===== src/rtl/hbd_pkg.sv =====
package hbd_pkg;

  localparam int CODE_W = 32;  // received codeword width
  localparam int DATA_W = 26;  // extracted data width
  localparam int LEN_W  = 6;   // code_length register width
  localparam int SYN_W  = 6;   // syndrome only sums positions 1..32

  localparam logic [LEN_W-1:0] LEN_RESET = 6'd7;

  typedef struct packed {
    logic [LEN_W-1:0] len;
    logic [SYN_W-1:0] syn;
  } s1_ctl_t;

  typedef struct packed {
    logic [LEN_W-1:0] len;
    logic             bad;
  } s2_ctl_t;

  // Codeword position (from 1) that holds data bit idx; parity sits at powers of two.
  function automatic int data_pos(input int idx);
    int found;
    found    = 0;
    data_pos = 0;
    for (int p = 1; p < 128; p++) begin
      if ((p & (p - 1)) != 0) begin
        if (found == idx && data_pos == 0) data_pos = p;
        found++;
      end
    end
  endfunction

endpackage


===== src/rtl/hbd_if.sv =====
interface hbd_in_if;
  logic                        valid;
  logic                        ready;
  logic [hbd_pkg::CODE_W-1:0]  code_word;

  modport source (output valid, output code_word, input ready);
  modport sink   (input valid, input code_word, output ready);
endinterface

interface hbd_out_if;
  logic                        valid;
  logic                        ready;
  logic [hbd_pkg::DATA_W-1:0]  data_word;
  logic                        uncorrectable;

  modport source (output valid, output data_word, output uncorrectable, input ready);
  modport sink   (input valid, input data_word, input uncorrectable, output ready);
endinterface


===== src/rtl/hbd_syndrome.sv =====
module hbd_syndrome #(
  parameter int MAX_CODE_BITS = 32
) (
  input  logic                        clk,
  input  logic                        rst_n,
  input  logic                        valid_i,
  output logic                        ready_o,
  input  logic [hbd_pkg::CODE_W-1:0]  code_word,
  input  logic [hbd_pkg::LEN_W-1:0]   cfg_len,
  output logic                        valid_o,
  input  logic                        ready_i,
  output logic [hbd_pkg::CODE_W-1:0]  word_o,
  output hbd_pkg::s1_ctl_t            ctl_o
);

  localparam int LW   = hbd_pkg::LEN_W;
  localparam int SW   = hbd_pkg::SYN_W;
  localparam int SCAN = (MAX_CODE_BITS < hbd_pkg::CODE_W) ? MAX_CODE_BITS : hbd_pkg::CODE_W;

  logic [LW-1:0]               len_eff;
  logic [SW-1:0]               syn_nxt;
  logic                        valid_r;
  logic [hbd_pkg::CODE_W-1:0]  word_r;
  hbd_pkg::s1_ctl_t            ctl_r;

  // saturate length at the build-time maximum
  assign len_eff = ({1'b0, cfg_len} > (LW+1)'(MAX_CODE_BITS)) ? LW'(MAX_CODE_BITS) : cfg_len;

  always_comb begin
    syn_nxt = '0;
    for (int p = 1; p <= SCAN; p++) begin
      if (code_word[p-1] && ({1'b0, len_eff} >= (LW+1)'(p))) syn_nxt = syn_nxt ^ SW'(p);
    end
  end

  assign ready_o = !valid_r || ready_i;

  always_ff @(posedge clk) begin
    if (!rst_n) begin
      valid_r <= 1'b0;
    end else if (ready_o) begin
      valid_r <= valid_i;
    end
  end

  always_ff @(posedge clk) begin
    if (valid_i && ready_o) begin
      word_r    <= code_word;
      ctl_r.len <= len_eff;
      ctl_r.syn <= syn_nxt;
    end
  end

  assign valid_o = valid_r;
  assign word_o  = word_r;
  assign ctl_o   = ctl_r;

endmodule


===== src/rtl/hbd_correct.sv =====
module hbd_correct #(
  parameter int MAX_CODE_BITS = 32
) (
  input  logic                        clk,
  input  logic                        rst_n,
  input  logic                        valid_i,
  output logic                        ready_o,
  input  logic [hbd_pkg::CODE_W-1:0]  word_i,
  input  hbd_pkg::s1_ctl_t            ctl_i,
  output logic                        valid_o,
  input  logic                        ready_i,
  output logic [MAX_CODE_BITS-1:0]    word_o,
  output hbd_pkg::s2_ctl_t            ctl_o
);

  localparam int W  = MAX_CODE_BITS;
  localparam int PW = $clog2(W + 1) + 1;  // holds every position number 1..W

  logic [W-1:0]     wide;
  logic [W-1:0]     flip;
  logic             in_range;
  logic             bad_nxt;
  logic             valid_r;
  logic [W-1:0]     word_r;
  hbd_pkg::s2_ctl_t ctl_r;

  assign wide     = W'(word_i);
  assign in_range = (ctl_i.syn <= ctl_i.len);
  assign bad_nxt  = (ctl_i.syn != '0) && !in_range;

  always_comb begin
    for (int i = 0; i < W; i++) begin
      flip[i] = in_range && (PW'(ctl_i.syn) == PW'(i + 1));
    end
  end

  assign ready_o = !valid_r || ready_i;

  always_ff @(posedge clk) begin
    if (!rst_n) begin
      valid_r <= 1'b0;
    end else if (ready_o) begin
      valid_r <= valid_i;
    end
  end

  always_ff @(posedge clk) begin
    if (valid_i && ready_o) begin
      word_r    <= wide ^ flip;
      ctl_r.len <= ctl_i.len;
      ctl_r.bad <= bad_nxt;
    end
  end

  assign valid_o = valid_r;
  assign word_o  = word_r;
  assign ctl_o   = ctl_r;

`ifndef ASSERT_OFF
  a_single_flip: assert property (@(posedge clk) disable iff (!rst_n)
    valid_i |-> $onehot0(flip))
    else $error("more than one bit selected for correction");

  a_bad_no_flip: assert property (@(posedge clk) disable iff (!rst_n)
    valid_i && bad_nxt |-> flip == '0)
    else $error("correction applied to uncorrectable word");
`endif

endmodule


===== src/rtl/hbd_extract.sv =====
module hbd_extract #(
  parameter int MAX_CODE_BITS = 32
) (
  input  logic                        clk,
  input  logic                        rst_n,
  input  logic                        valid_i,
  output logic                        ready_o,
  input  logic [MAX_CODE_BITS-1:0]    word_i,
  input  hbd_pkg::s2_ctl_t            ctl_i,
  output logic                        valid_o,
  input  logic                        ready_i,
  output logic [hbd_pkg::DATA_W-1:0]  data_word,
  output logic                        uncorrectable
);

  localparam int LW = hbd_pkg::LEN_W;
  localparam int DW = hbd_pkg::DATA_W;

  logic [DW-1:0] data_nxt;
  logic          valid_r;
  logic [DW-1:0] data_r;
  logic          bad_r;

  for (genvar d = 0; d < DW; d++) begin : g_bit
    localparam int P = hbd_pkg::data_pos(d);
    if (P <= MAX_CODE_BITS) begin : g_live
      assign data_nxt[d] = word_i[P-1] && (ctl_i.len >= LW'(P)) && !ctl_i.bad;
    end else begin : g_none
      assign data_nxt[d] = 1'b0;
    end
  end

  assign ready_o = !valid_r || ready_i;

  always_ff @(posedge clk) begin
    if (!rst_n) begin
      valid_r <= 1'b0;
    end else if (ready_o) begin
      valid_r <= valid_i;
    end
  end

  always_ff @(posedge clk) begin
    if (valid_i && ready_o) begin
      data_r <= data_nxt;
      bad_r  <= ctl_i.bad;
    end
  end

  assign valid_o       = valid_r;
  assign data_word     = data_r;
  assign uncorrectable = bad_r;

endmodule


===== src/rtl/hamming_block_decoder.sv =====
// Channel  Dir  Beat                           Handshake
// in_ch    in   code_word[31:0]                valid/ready
// out_ch   out  data_word[25:0], uncorrectable valid/ready
// cfg      in   cfg_wdata[5:0] (code_length)   cfg_we, no ready
//
// One beat per clock while out_ch does not stall; stages are syndrome, correct, extract.
// Depth is set by the three register stages; each holds one beat.
// Reset clears all stage valid bits and loads code_length with 7.
// Stall on out_ch freezes the output stage; ready ripples back per stage,
// so an empty stage keeps accepting while later stages hold.
module hamming_block_decoder #(
  parameter int MAX_CODE_BITS = 32
) (
  input  logic                       clk,
  input  logic                       rst_n,
  input  logic                       cfg_we,
  input  logic [hbd_pkg::LEN_W-1:0]  cfg_wdata,
  hbd_in_if.sink                     in_ch,
  hbd_out_if.source                  out_ch
);

  // code_length register; the user must write it only while the pipe is empty (not enforced here)
  logic [hbd_pkg::LEN_W-1:0] len_r;

  // stage 1 -> 2
  logic                       s1_valid;
  logic                       s1_ready;
  logic [hbd_pkg::CODE_W-1:0] s1_word;
  hbd_pkg::s1_ctl_t           s1_ctl;

  // stage 2 -> 3
  logic                       s2_valid;
  logic                       s2_ready;
  logic [MAX_CODE_BITS-1:0]   s2_word;
  hbd_pkg::s2_ctl_t           s2_ctl;

  always_ff @(posedge clk) begin
    if (!rst_n) begin
      len_r <= hbd_pkg::LEN_RESET;
    end else if (cfg_we) begin
      len_r <= cfg_wdata;
    end
  end

  // stage 1: saturate length, XOR positions of set bits into syndrome
  hbd_syndrome #(.MAX_CODE_BITS(MAX_CODE_BITS)) u_syn (
    .clk       (clk),
    .rst_n     (rst_n),
    .valid_i   (in_ch.valid),
    .ready_o   (in_ch.ready),
    .code_word (in_ch.code_word),
    .cfg_len   (len_r),
    .valid_o   (s1_valid),
    .ready_i   (s1_ready),
    .word_o    (s1_word),
    .ctl_o     (s1_ctl)
  );

  // stage 2: flip the named bit, or flag a syndrome past the length
  hbd_correct #(.MAX_CODE_BITS(MAX_CODE_BITS)) u_cor (
    .clk     (clk),
    .rst_n   (rst_n),
    .valid_i (s1_valid),
    .ready_o (s1_ready),
    .word_i  (s1_word),
    .ctl_i   (s1_ctl),
    .valid_o (s2_valid),
    .ready_i (s2_ready),
    .word_o  (s2_word),
    .ctl_o   (s2_ctl)
  );

  // stage 3: pack non-parity positions; this is the output register
  hbd_extract #(.MAX_CODE_BITS(MAX_CODE_BITS)) u_ext (
    .clk           (clk),
    .rst_n         (rst_n),
    .valid_i       (s2_valid),
    .ready_o       (s2_ready),
    .word_i        (s2_word),
    .ctl_i         (s2_ctl),
    .valid_o       (out_ch.valid),
    .ready_i       (out_ch.ready),
    .data_word     (out_ch.data_word),
    .uncorrectable (out_ch.uncorrectable)
  );

`ifndef ASSERT_OFF
  a_bad_zero: assert property (@(posedge clk) disable iff (!rst_n)
    out_ch.valid && out_ch.uncorrectable |-> out_ch.data_word == '0)
    else $error("data nonzero on uncorrectable beat");

  a_short_zero: assert property (@(posedge clk) disable iff (!rst_n)
    out_ch.valid && (len_r < hbd_pkg::LEN_W'(3)) |-> out_ch.data_word == '0)
    else $error("data bits present with no data positions");

  a_drain: assert property (@(posedge clk) disable iff (!rst_n)
    !in_ch.valid && !s1_valid && !s2_valid && out_ch.ready |=> !out_ch.valid)
    else $error("output beat appeared from empty pipeline");
`endif

endmodule


===== src/flat_wrapper.sv =====
// flat-port wrapper written by rule: the top's interface ports become plain ports
module hamming_block_decoder_flat 
#(
  parameter int MAX_CODE_BITS = 32
)
  (clk, rst_n, cfg_we, cfg_wdata, in_ch_valid, in_ch_code_word, in_ch_ready, out_ch_valid, out_ch_data_word, out_ch_uncorrectable, out_ch_ready);
  hbd_in_if in_ch_i ();
  hbd_out_if out_ch_i ();
  input  logic clk;
  input  logic rst_n;
  input  logic cfg_we;
  input  logic [hbd_pkg::LEN_W-1:0] cfg_wdata;
  input wire logic [$bits(in_ch_i.valid)-1:0] in_ch_valid;
  input wire logic [$bits(in_ch_i.code_word)-1:0] in_ch_code_word;
  output wire logic [$bits(in_ch_i.ready)-1:0] in_ch_ready;
  output wire logic [$bits(out_ch_i.valid)-1:0] out_ch_valid;
  output wire logic [$bits(out_ch_i.data_word)-1:0] out_ch_data_word;
  output wire logic [$bits(out_ch_i.uncorrectable)-1:0] out_ch_uncorrectable;
  input wire logic [$bits(out_ch_i.ready)-1:0] out_ch_ready;
  assign in_ch_i.valid = in_ch_valid;
  assign in_ch_i.code_word = in_ch_code_word;
  assign in_ch_ready = in_ch_i.ready;
  assign out_ch_valid = out_ch_i.valid;
  assign out_ch_data_word = out_ch_i.data_word;
  assign out_ch_uncorrectable = out_ch_i.uncorrectable;
  assign out_ch_i.ready = out_ch_ready;
  hamming_block_decoder #(.MAX_CODE_BITS(MAX_CODE_BITS)) u_core (.clk(clk), .rst_n(rst_n), .cfg_we(cfg_we), .cfg_wdata(cfg_wdata), .in_ch(in_ch_i), .out_ch(out_ch_i));
endmodule

===== config.mk =====
export PLATFORM = sky130hd
export DESIGN_NAME = hamming_block_decoder_flat
export DESIGN_NICKNAME = d
export VERILOG_FILES = /design/src/rtl/hbd_pkg.sv /design/src/rtl/hbd_if.sv /design/src/rtl/hbd_syndrome.sv /design/src/rtl/hbd_correct.sv /design/src/rtl/hbd_extract.sv /design/src/rtl/hamming_block_decoder.sv /design/src/flat_wrapper.sv
export SDC_FILE = /design/constraint.sdc
export NUM_CORES = 1
export LEC_CHECK = 0
export ABC_AREA = 1
export BUFFER_PORTS_ARGS = -buffer_cell sky130_fd_sc_hd__buf_2
export CAP_MARGIN = 5
export CORE_ASPECT_RATIO = 0.5
export CORE_MARGIN = 2
export CORE_UTILIZATION = 40
export CTS_CLUSTER_DIAMETER = 40
export DETAILED_ROUTE_END_ITERATION = 6
export SETUP_SLACK_MARGIN = 0.5
export SLEW_MARGIN = 20
export SYNTH_ARGS = -nofsm -noshare
export SYNTH_HDL_FRONTEND = slang
export SYNTH_HIERARCHICAL = 1
export SYNTH_SLANG_ARGS = --single-unit
export TNS_END_PERCENT = 10

===== constraint.sdc =====
create_clock -name clk -period 4.2 [get_ports clk]
set_input_delay 0 -clock clk [delete_from_list [all_inputs] [get_ports clk]]
set_output_delay 0 -clock clk [all_outputs]
set_load 0.01 [all_outputs]

# --- Word-level counts from Yosys, hierarchy flattened ---
# Index checks and enable logic that the tools add are counted.
word_totals:
  ff_bits: 117
  latchBits: 0
  ramBits: 0
  mem_bits_ro: 0
  input_bits: 43
  output_inout_bits: 29
  word_cells: 296
  n_memories: 0
classes:
  n_addsub: 0
  mul: 0
  n_div: 0
  magnitude_cmp: 60
  n_eq_ne: 31
  n_shift: 0
  mux: 33
  bitwise: 32
  reduce_logical: 128
op_table:
  columns: ["op", "n"]
  rows:
  - ["greater-or-equal comparator 6 x 5 -> 1 bit (second input constant)", 31]
  - ["logical AND 1 bit", 119]
  - ["== test 6 x 5 -> 1 bit (second input constant)", 16]
  - ["greater-or-equal comparator 6 x 4 -> 1 bit (second input constant)", 15]
  - ["2-to-1 mux 5 bit", 16]
  - ["== test 6 x 4 -> 1 bit (second input constant)", 8]
  - ["greater-or-equal comparator 6 x 3 -> 1 bit (second input constant)", 7]
  - ["2-to-1 mux 4 bit", 8]
  - ["XOR 31 bit", 1]
  - ["inverter 3 bit", 10]
  - ["== test 6 x 3 -> 1 bit (second input constant)", 4]
  - ["inverter 2 bit", 10]
  - ["inverter 4 bit", 5]
  - ["greater-or-equal comparator 6 x 2 -> 1 bit (second input constant)", 3]
  - ["== test 6 x 2 -> 1 bit (second input constant)", 2]
  - ["2-to-1 mux 3 bit", 4]
  - ["2-to-1 mux 6 bit", 2]
  - ["== test 6 x 1 -> 1 bit (second input constant)", 1]
  - ["greater-or-equal comparator 6 x 1 -> 1 bit (second input constant)", 1]
  - ["greater-or-equal comparator 6 bit (second input constant)", 1]
  - ["greater-than comparator 6 bit (second input constant)", 1]
  - ["<= comparator 6 bit", 1]
  - ["nonzero test 6 bit", 1]
  - ["logical NOT 1 bit", 5]
  - ["5 further kinds", 12]

# --- Logic depth before layout (Yosys ltp) ---
# Gate-level depths: netlist (run 1).
depth:
  ltp_word: 62
  ltp_mapped: 19
  ltp_nobuf: 17

# --- Modules after synthesis ---
# Netlist (run 1), hierarchy kept.
by_module_without_submodules:
  columns: ["module", "n_inst", "cells_each", "area_each_um2", "seq_area_each_um2"]
  rows:
  - ["hbd_syndrome", 1, 455, 3404.5, 1341.3]
  - ["hbd_correct", 1, 310, 2357.3, 1191.1]
  - ["hbd_extract", 1, 141, 1333.8, 830.8]
  - ["hamming_block_decoder", 1, 32, 236.5, 120.1]

# --- Worst setup path after synthesis (run 1) ---
# OpenSTA, ideal clock, no wires.
synth_path:
  path_kind: "register -> register"
  startpoint: "reg u_core.u_ext.valid_r, in the netlist u_core/u_ext/valid_o"
  endpoint: "reg u_core.u_syn.ctl_r, in the netlist u_core/u_syn/ctl_o[0], enable pin"
  setup_ns: 0.460
  t_arrival_ns: 2.713
  required_ns: 3.740
  setup_slack_ns: 1.027
  path_stages_with_launch: 6
  n_path_buf: 0
  period_less_slack_ns: 3.173
  path_cell_list: "dfxtp_1 -> nand2_1 -> inv_1 -> nand2_1 -> inv_1 -> a21oi_1"
synth_between:
  elab_chain_len: 5
synth_rtl:
  columns: ["item", "line", "rtl"]
  rows:
  - ["from (decl)", "hbd_extract.sv:20", "logic valid_r;"]
  - ["from (signal assigned)", "hbd_extract.sv:39", "valid_r <= valid_i;"]
  - ["logical NOT 1 bit", "hbd_extract.sv:33", "assign ready_o = !valid_r || ready_i;"]
  - ["logical OR 1 bit", "hbd_extract.sv:33", null]
  - ["via u_core.s2_ready", "hamming_block_decoder.sv:33", "logic s2_ready;"]
  - ["logical OR 1 bit", "hbd_correct.sv:37", "assign ready_o = !valid_r || ready_i;"]
  - ["via u_core.s1_ready", "hamming_block_decoder.sv:27", "logic s1_ready;"]
  - ["logical OR 1 bit", "hbd_syndrome.sv:36", "assign ready_o = !valid_r || ready_i;"]
  - ["logical AND 1 bit", "hbd_syndrome.sv:47", "if (valid_i && ready_o) begin"]
  - ["to (decl)", "hbd_syndrome.sv:24", "hbd_pkg::s1_ctl_t ctl_r;"]
# The timed path passes the listed nets, and every way through them passes these cells.
# A chain may end at the register's enable or synchronous reset.

# --- Worst setup path in the final report (run 1) ---
layout_path:
  startpoint: "reg u_core/len_r[5] (netlist bit)"
  endpoint: "reg u_core.u_syn.ctl_r, in the netlist u_core/u_syn/ctl_o[4] (data pin)"
layout_between:
  elab_chain_len: 36
  elab_cells_between_ends: 66
  classes_between: "17 x order compare; 18 x mux; 15 x bitwise; 16 x reduce/logical"
layout_rtl:
  columns: ["item", "line", "rtl"]
  rows:
  - ["from (decl)", "hamming_block_decoder.sv:23", "logic [hbd_pkg::LEN_W-1:0] len_r;"]
  - ["from (signal assigned)", "hamming_block_decoder.sv:39", "len_r <= hbd_pkg::LEN_RESET;"]
  - ["from (signal assigned)", "hamming_block_decoder.sv:41", "len_r <= cfg_wdata;"]
  - ["greater-than comparator 6 bit", "hbd_syndrome.sv:27", "assign len_eff = ({1'b0, cfg_len} > (LW+1)'(MAX_CODE_BITS)) ? LW'(MAX_CODE_BITS) : cfg_len;"]
  - ["2-to-1 mux 6 bit (*)", "hbd_syndrome.sv:27", null]
  - ["greater-or-equal comparator 6 x 5 -> 1 bit", "hbd_syndrome.sv:32", "if (code_word[p-1] && ({1'b0, len_eff} >= (LW+1)'(p))) syn_nxt = syn_nxt ^ SW'(p);"]
  - ["logical AND 1 bit", "hbd_syndrome.sv:32", null]
  - ["2-to-1 mux 5 bit", "hbd_syndrome.sv:32", null]
  - ["inverter 2 bit (no line)", null, null]
  - ["2-to-1 mux 5 bit", "hbd_syndrome.sv:32", null]
  - ["inverter 2 bit (no line)", null, null]
  - ["[21 not listed]", null, null]
  - ["inverter 4 bit (no line)", null, null]
  - ["2-to-1 mux 5 bit", "hbd_syndrome.sv:32", null]
  - ["inverter 4 bit (no line)", null, null]
  - ["2-to-1 mux 5 bit", "hbd_syndrome.sv:32", null]
  - ["inverter 5 bit (no line)", null, null]
  - ["2-to-1 mux 5 bit (*)", "hbd_syndrome.sv:32", null]
  - ["2-to-1 mux 6 bit (*)", "hbd_syndrome.sv:32", null]
  - ["via u_core.u_syn.syn_nxt[4]", "hbd_syndrome.sv:21", "logic [SW-1:0] syn_nxt;"]
# The timed path passes the listed nets; every way through them passes the cells marked *.

==> results of run 1 <==
[registers in the layout (all words and copies together) (netlist names), 6 cells and up]
register,flops
u_core/u_syn/word_o,26
u_core/u_cor/word_o,26
u_core/u_cor/ctl_o,7
u_core/u_syn/ctl_o,12
u_core/len_r,6
u_core/u_ext/data_word,26
[layout make-up]
type / instances / area share (%)
tap: 227 / 3.51
timing repair buffer: 117 / 9.98
clock inverter: 5 / 1.07
inverter: 143 / 6.82
clock buffer: 11 / 3.00
sequential: 107 / 38.6
multi-input combinational: 621 / 37.0
[worst paths after layout]
check / to / slack, ps / start / cells after the start
worst min register to register: u_core/u_cor/ctl_o[5]$_DFFE_PP_ / 500 / u_core/u_syn/ctl_o[10]$_DFFE_PP_ / 0
worst max register to register: u_core/u_syn/ctl_o[4]$_DFFE_PP_ / 1650 / u_core/len_r[5]$_SDFFE_PN0P_ / 10
worst min-delay path: u_core/len_r[4]$_SDFFE_PN0P_ / 30 / cfg_we / 3
worst max-delay path: u_core/u_syn/ctl_o[4]$_DFFE_PP_ / 1650 / u_core/len_r[5]$_SDFFE_PN0P_ / 10
[power by group through the flow]
stage                     registers, mW  clock network, mW  logic [mW]
after floorplan                    1.31                  0       0.573
after global placement             1.33                  0       0.684
after detailed placement           1.34                  0       0.695
after CTS                          1.31              0.929       0.729
after global routing               1.32              0.970       0.837
final                              1.31              0.913       0.733
[per-layer routing]
layer | up-vias | part of all wire [%] | GRT usage, %
li1 | 3004 | - | -
met1 | 2522 | 48 | 26.6
met2 | 175 | 44 | 33.1
met3 | 30 | 5.4 | 3.97
met4 | 0 | 2.3 | 6.18
met5 | - | 0 | 0
[stage by stage]
stage	power, mW	hold slack [ps]	instance area (um2)	instances
2_1_floorplan	1.88	84.1	6830	890
3_3_place_gp	2.02	194	7340	1172
3_5_place_dp	2.03	201	7340	1172
4_1_cts	2.97	16.5	8100	1231
5_1_grt	3.13	29.9	8100	1231
6_report	2.96	34.8	8100	1231
[tightest hold or removal path, stage by stage]
cell and delay [ps]:
buf_2 170, nor2_1 120, nor2_1 50
==> flow_summary.yaml, run 1 <==
timing:
  setup_slack_ps: 1650
  setup_tns_ps: 0
  rsz0062_at_grt: "no"
  finalCritPeriodShare_pct: 60.7
  timing.fmax_ghz: 0.392
  finalHoldViolCount: 0
  worstMarginPinSlew_ps: 1000
  setup-violations-final: 0
  slew-limit-headroom_pct: 33.1
  period_needed_ps: 2550
  skew_ps: 9.31
  drv_slew: 0
outcome:
  status: "finished clean"
job:
  maxCapViolCount: 0
detailed_routing:
  wl_per_cell_um: 13.9
  drtPass1Iterations: 7
  vias: 5731
  dr.first_iter.drc_count: 379
  drcViolationCount: 0
  via_per_inst: 4.66
  totalWireLength_um: 17100
  ant_nets: 0
clock_tree:
  htree_levels: 3
  cts_inserted_buffers: 9
  cts_tree: "built"
  cts_hold_buf: 43
  cts.clk_slew.worst_paths_ps: 70
  cts_setup_buffers: 0
  cts_root_buffer: "clkbuf_16"
  cts.path.max_buffers: 2
  cts_num_sinks: 107
  cts_resized: 0
  clkLatencyLatePin_ps: 340
synth:
  yosys_warnings: 6
  avgSynthCellArea_um2: 7.67
  synth_nets: 939
  netlist_area_um2: 6830
  syn_inst: 890
floorplanning:
  dieArea_um2: 18200
  io_pins: 72
  die_height_um: 96.4
  coreArea_um2: 16600
  start_util_pct: 41.2
  rows: 33
  die_x_um: 189
power:
  share_seq_of_total_power_pct: 44.3
  pwr-share-comb_pct: 24.8
  switching_share_pct: 31.1
  p_leak_nw: 3.96
  ir_drop_v: 0.000239
  p_per_area_nw_per_um2: 365
  internal_power_mw: 2.04
  power_switching_uw: 920
  clock_power_share_pct: 30.9
finish:
  antenna_cells: 0
  n_fill_cell: 1585
  final_common_cell: "nand2_1"
  regArea_um2: 3120
  multi_input_area_um2: 3000
  syn_to_final_growth_pct: 18.6
  final_util_pct: 48.9
  nets: 1048
  drive_gt1_share_pct: 17.4
  mostFrequentLayoutCells: "330 x nand2_1, 124 x inv_1, 99 x nand3_1"
global_route:
  grt_first_pass_wirelength_um: 27700
  antenna_found_initial: 0
  grt-ovfl-total: 0
  grt_max_degree: 54
  grt_usage_pct: 19.9
  grt_pass1_vias: 5391
worst_setup_path:
  worst-setup-path-type: "reg -> reg"
  cp_data_arrival_time_ps: 2640
  cp-start-kind: "register"
  path_common_cell: "nand2_1"
  critPathMaxStageDelay_ps: 780
  path_cells: "o21ai_0 > nor2_2 > xnor2_1 > nand3_1 > nand2_1 > nand2_1 > nand2_1 > nand2_1 > nand3_1 > nand2_1"
  cp_top_family: "simple AND/OR/NAND/NOR gates"
  cp_slowest_cell: "dfxtp_1"
  required_ps: 4290
  cp.buffers_inverters: 0
  critPathCaptureType: "register"
  crit_path_max_fanout: 11
place:
  place_congestion: 0.936
  dpl_worst_slack_ps: 1700
  io_buffers: 71
  place_hpwl_um: 13400
min_path:
  hold_path.class: "in -> reg"
(Power assumes the default switching activity.)
==> run 2: changes to the inputs <==
--- a/config.mk
+++ b/config.mk
@@ -5,7 +5,7 @@
 export SDC_FILE = /design/constraint.sdc
 export NUM_CORES = 1
 export LEC_CHECK = 0
-export ABC_AREA = 1
+export ABC_AREA = 0
 export BUFFER_PORTS_ARGS = -buffer_cell sky130_fd_sc_hd__buf_2
 export CAP_MARGIN = 5
 export CORE_ASPECT_RATIO = 0.5
==> constraint.sdc (replaced) <==
create_clock -name clk -period 2.15 [get_ports clk]
set_input_delay 0 -clock clk [delete_from_list [all_inputs] [get_ports clk]]
set_output_delay 0 -clock clk [all_outputs]
set_load 0.01 [all_outputs]
==> flow_summary.yaml, run 2 <==
outcome:
  status: "complete, but fails checks"
  violations: "negative setup slack"
finish:
  final_cells: 859
  multi_input_area_um2: 2610
  syn_to_final_growth_pct: 35.2
  antenna_cells: 0
  drive_gt1_share_pct: 35.7
  final_common_cell: "edfxtp_1"
  regArea_um2: 3140
  n_fill_cell: 1236
  mostFrequentLayoutCells: "98 x edfxtp_1, 73 x buf_4, 71 x buf_2"
  nets: 705
place:
  place_congestion: 0.876
  dpl.cell_count: 792
  dpl_worst_slack_ps: -294
  place_hpwl_um: 10300
  io_buffers: 71
clock_tree:
  cts.path.max_buffers: 2
  cts_tree: "built"
  cts_num_sinks: 107
  clkLatencyLatePin_ps: 350
  cts_root_buffer: "clkbuf_16"
  htree_levels: 3
  cts_inserted_buffers: 9
  cts.clk_slew.worst_paths_ps: 70
global_route:
  grt_busiest_layer: "met2"
  grt-ovfl-total: 0
  antenna_found_initial: 0
  grt_util_met1_pct: 26.2
  grt_max_degree: 39
  grt_pass1_vias: 4037
  gr-usage-met3_pct: 4.55
  grt_use_met2_pct: 28.1
  grt_usage_pct: 18.4
  grt_first_pass_wirelength_um: 21600
floorplanning:
  io_pins: 72
  die_height_um: 89.3
  start_util_pct: 40.5
  rows: 31
  dieArea_um2: 15600
  die_x_um: 175
  coreArea_um2: 14400
detailed_routing:
  ant_nets: 0
  totalWireLength_um: 13600
  drcViolationCount: 0
  dr.first_iter.drc_count: 293
  drtPass1Iterations: 4
  vias: 4190
  via_per_inst: 4.88
  wl_per_cell_um: 15.9
timing:
  drv_slew: 0
  finalCritPeriodShare_pct: 107
  setup-violations-final: 21
  finalHoldViolCount: 0
  setup_slack_ps: -141
  slew-limit-headroom_pct: 43.7
  skew_ps: 11.0
  timing.fmax_ghz: 0.437
  rsz0062_at_grt: "yes"
  period_needed_ps: 2290
  worstMarginPinSlew_ps: 844
worst_setup_path:
  worstReg2RegEnd: "u_core/u_syn/ctl_o[2]$_DFFE_PP_"
  worst-setup-path-type: "reg -> reg"
  critPathMaxStageDelay_ps: 430
  cp-start-kind: "register"
  ff2ff_setup_slack_ps: -140
  regToRegStartpoint: "u_core/len_r[5]$_SDFFE_PN0P_"
  required_ps: 2230
  r2r_cells: 7
  path_cells: "or3_4 > buf_4 > o21ai_4 > xnor2_2 > xnor2_2 > xnor3_1 > xnor3_1"
  crit_path_max_fanout: 8
  cp_slowest_cell: "xnor3_1"
  critPathCaptureType: "register"
  cp_top_family: "XOR/XNOR gates"
  cp.buffers_inverters: 1
  cp_data_arrival_time_ps: 2370
synth:
  yosys_warnings: 6
  avgSynthCellArea_um2: 12.1
  synth_nets: 528
  syn_inst: 479
  netlist_area_um2: 5820
min_path:
  hold_path.class: "in -> reg"
  holdPathStages: 5
  hold-path-endpoint: "u_core/u_syn/ctl_o[3]$_DFFE_PP_"
  worstHoldStart: "in_ch_code_word[11]"
power:
  p_leak_nw: 3.15
  p_per_area_nw_per_um2: 753
  ir_drop_v: 0.000428
job:
  maxCapViolCount: 0
[run 2: cell types whose count changed in the layout (fill, tap and decap cells not counted), sizes merged, moves of 7 or more]
cell / before / now
xnor3: 0 / 8
a2111oi: 0 / 9
nand2b: 0 / 17
buf: 74 / 150
nand2: 359 / 39
o21ai: 13 / 20
xnor2: 6 / 47
nand3: 109 / 6
inv: 144 / 32
nor2b: 0 / 9
nor2: 97 / 25
[run 2: timing repair]
item / 4_1_cts / 5_1_grt
hold buffers: 44 / 0
hold endpoints to repair: 36 / 0
setup buffers: 6 / 1
gates resized for setup: 13 / 13
setup endpoints to repair: 32 / 38
pin swaps: 8 / 4
gates cloned: 0 / 0
[run 2: how the worst max path moves through the flow]
| stage | startpoint | to | slack [ps] | depth (start not counted) |
|---|---|---|---|---|
| 2_1_floorplan | u_core/len_r[5]$_SDFFE_PN0P_ | u_core/u_syn/ctl_o[2]$_DFFE_PP_ | 3 | 8 |
| 3_3_place_gp | u_core/len_r[4]$_SDFFE_PN0P_ | u_core/u_syn/ctl_o[1]$_DFFE_PP_ | -260 | 7 |
| 3_5_place_dp | u_core/u_syn/ctl_o[11]$_DFFE_PP_ | u_core/u_cor/word_o[28]$_DFFE_PP_ | -290 | 8 |
| 4_1_cts | u_core/u_syn/ctl_o[3]$_DFFE_PP_ | u_core/u_cor/word_o[28]$_DFFE_PP_ | -120 | 9 |
| 5_1_grt | u_core/len_r[4]$_SDFFE_PN0P_ | u_core/u_syn/ctl_o[2]$_DFFE_PP_ | -220 | 7 |
| 6_report | u_core/len_r[5]$_SDFFE_PN0P_ | u_core/u_syn/ctl_o[2]$_DFFE_PP_ | -140 | 7 |
[run 2: area by class of cell]
| class | instances | share of cell area [%] |
|---|---|---|
| clock buffers | 9 | 2.86 |
| clock inverters | 7 | 1.02 |
| inverters | 29 | 1.38 |
| multi-input cells | 315 | 33.1 |
| flip-flops and latches | 107 | 40.0 |
| well taps | 198 | 3.15 |
| repair buffers | 194 | 18.5 |
[run 2: layer usage]
metal / share of wire (%) / wire (um) / vias up
met1: 49 / 6730 / 1974
met5: 0 / 0 / -
met4: 1.3 / 178 / 0
met3: 5.0 / 682 / 14
met2: 44 / 6030 / 108
li1: - / - / 2094
[run 2: worst reg2reg max path, cell delays in order, from the launching register on]
cell	delay [ps]
dfxtp_4	380
or3_4	410
buf_4	150
o21ai_4	130
xnor2_2	140
xnor2_2	150
xnor3_1	430
xnor3_1	230
[run 2: stage by stage]
| stage | util [%] | total power [mW] | hold slack (ps) | setup TNS [ps] | instance area, um2 |
|---|---|---|---|---|---|
| floorplan | - | 3.63 | 61.3 | 0 | 5970 |
| global placement | 48.4 | 4.14 | 215 | -3920 | 6950 |
| detailed placement | 48.4 | 4.15 | 208 | -4870 | 6950 |
| CTS | 54.4 | 5.93 | 377 | -1370 | 7810 |
| global route | 54.8 | 6.21 | 390 | -4140 | 7870 |
| finish | 54.8 | 5.92 | 383 | -1460 | 7870 |
[run 2: where the power goes]
group / internal (mW) / leakage, nW / switching (mW)
clock network: 0.829 / 0.146 / 0.814
logic: 0.870 / 1.99 / 0.820
registers: 2.47 / 1.01 / 0.120
total: 4.17 / 3.15 / 1.75
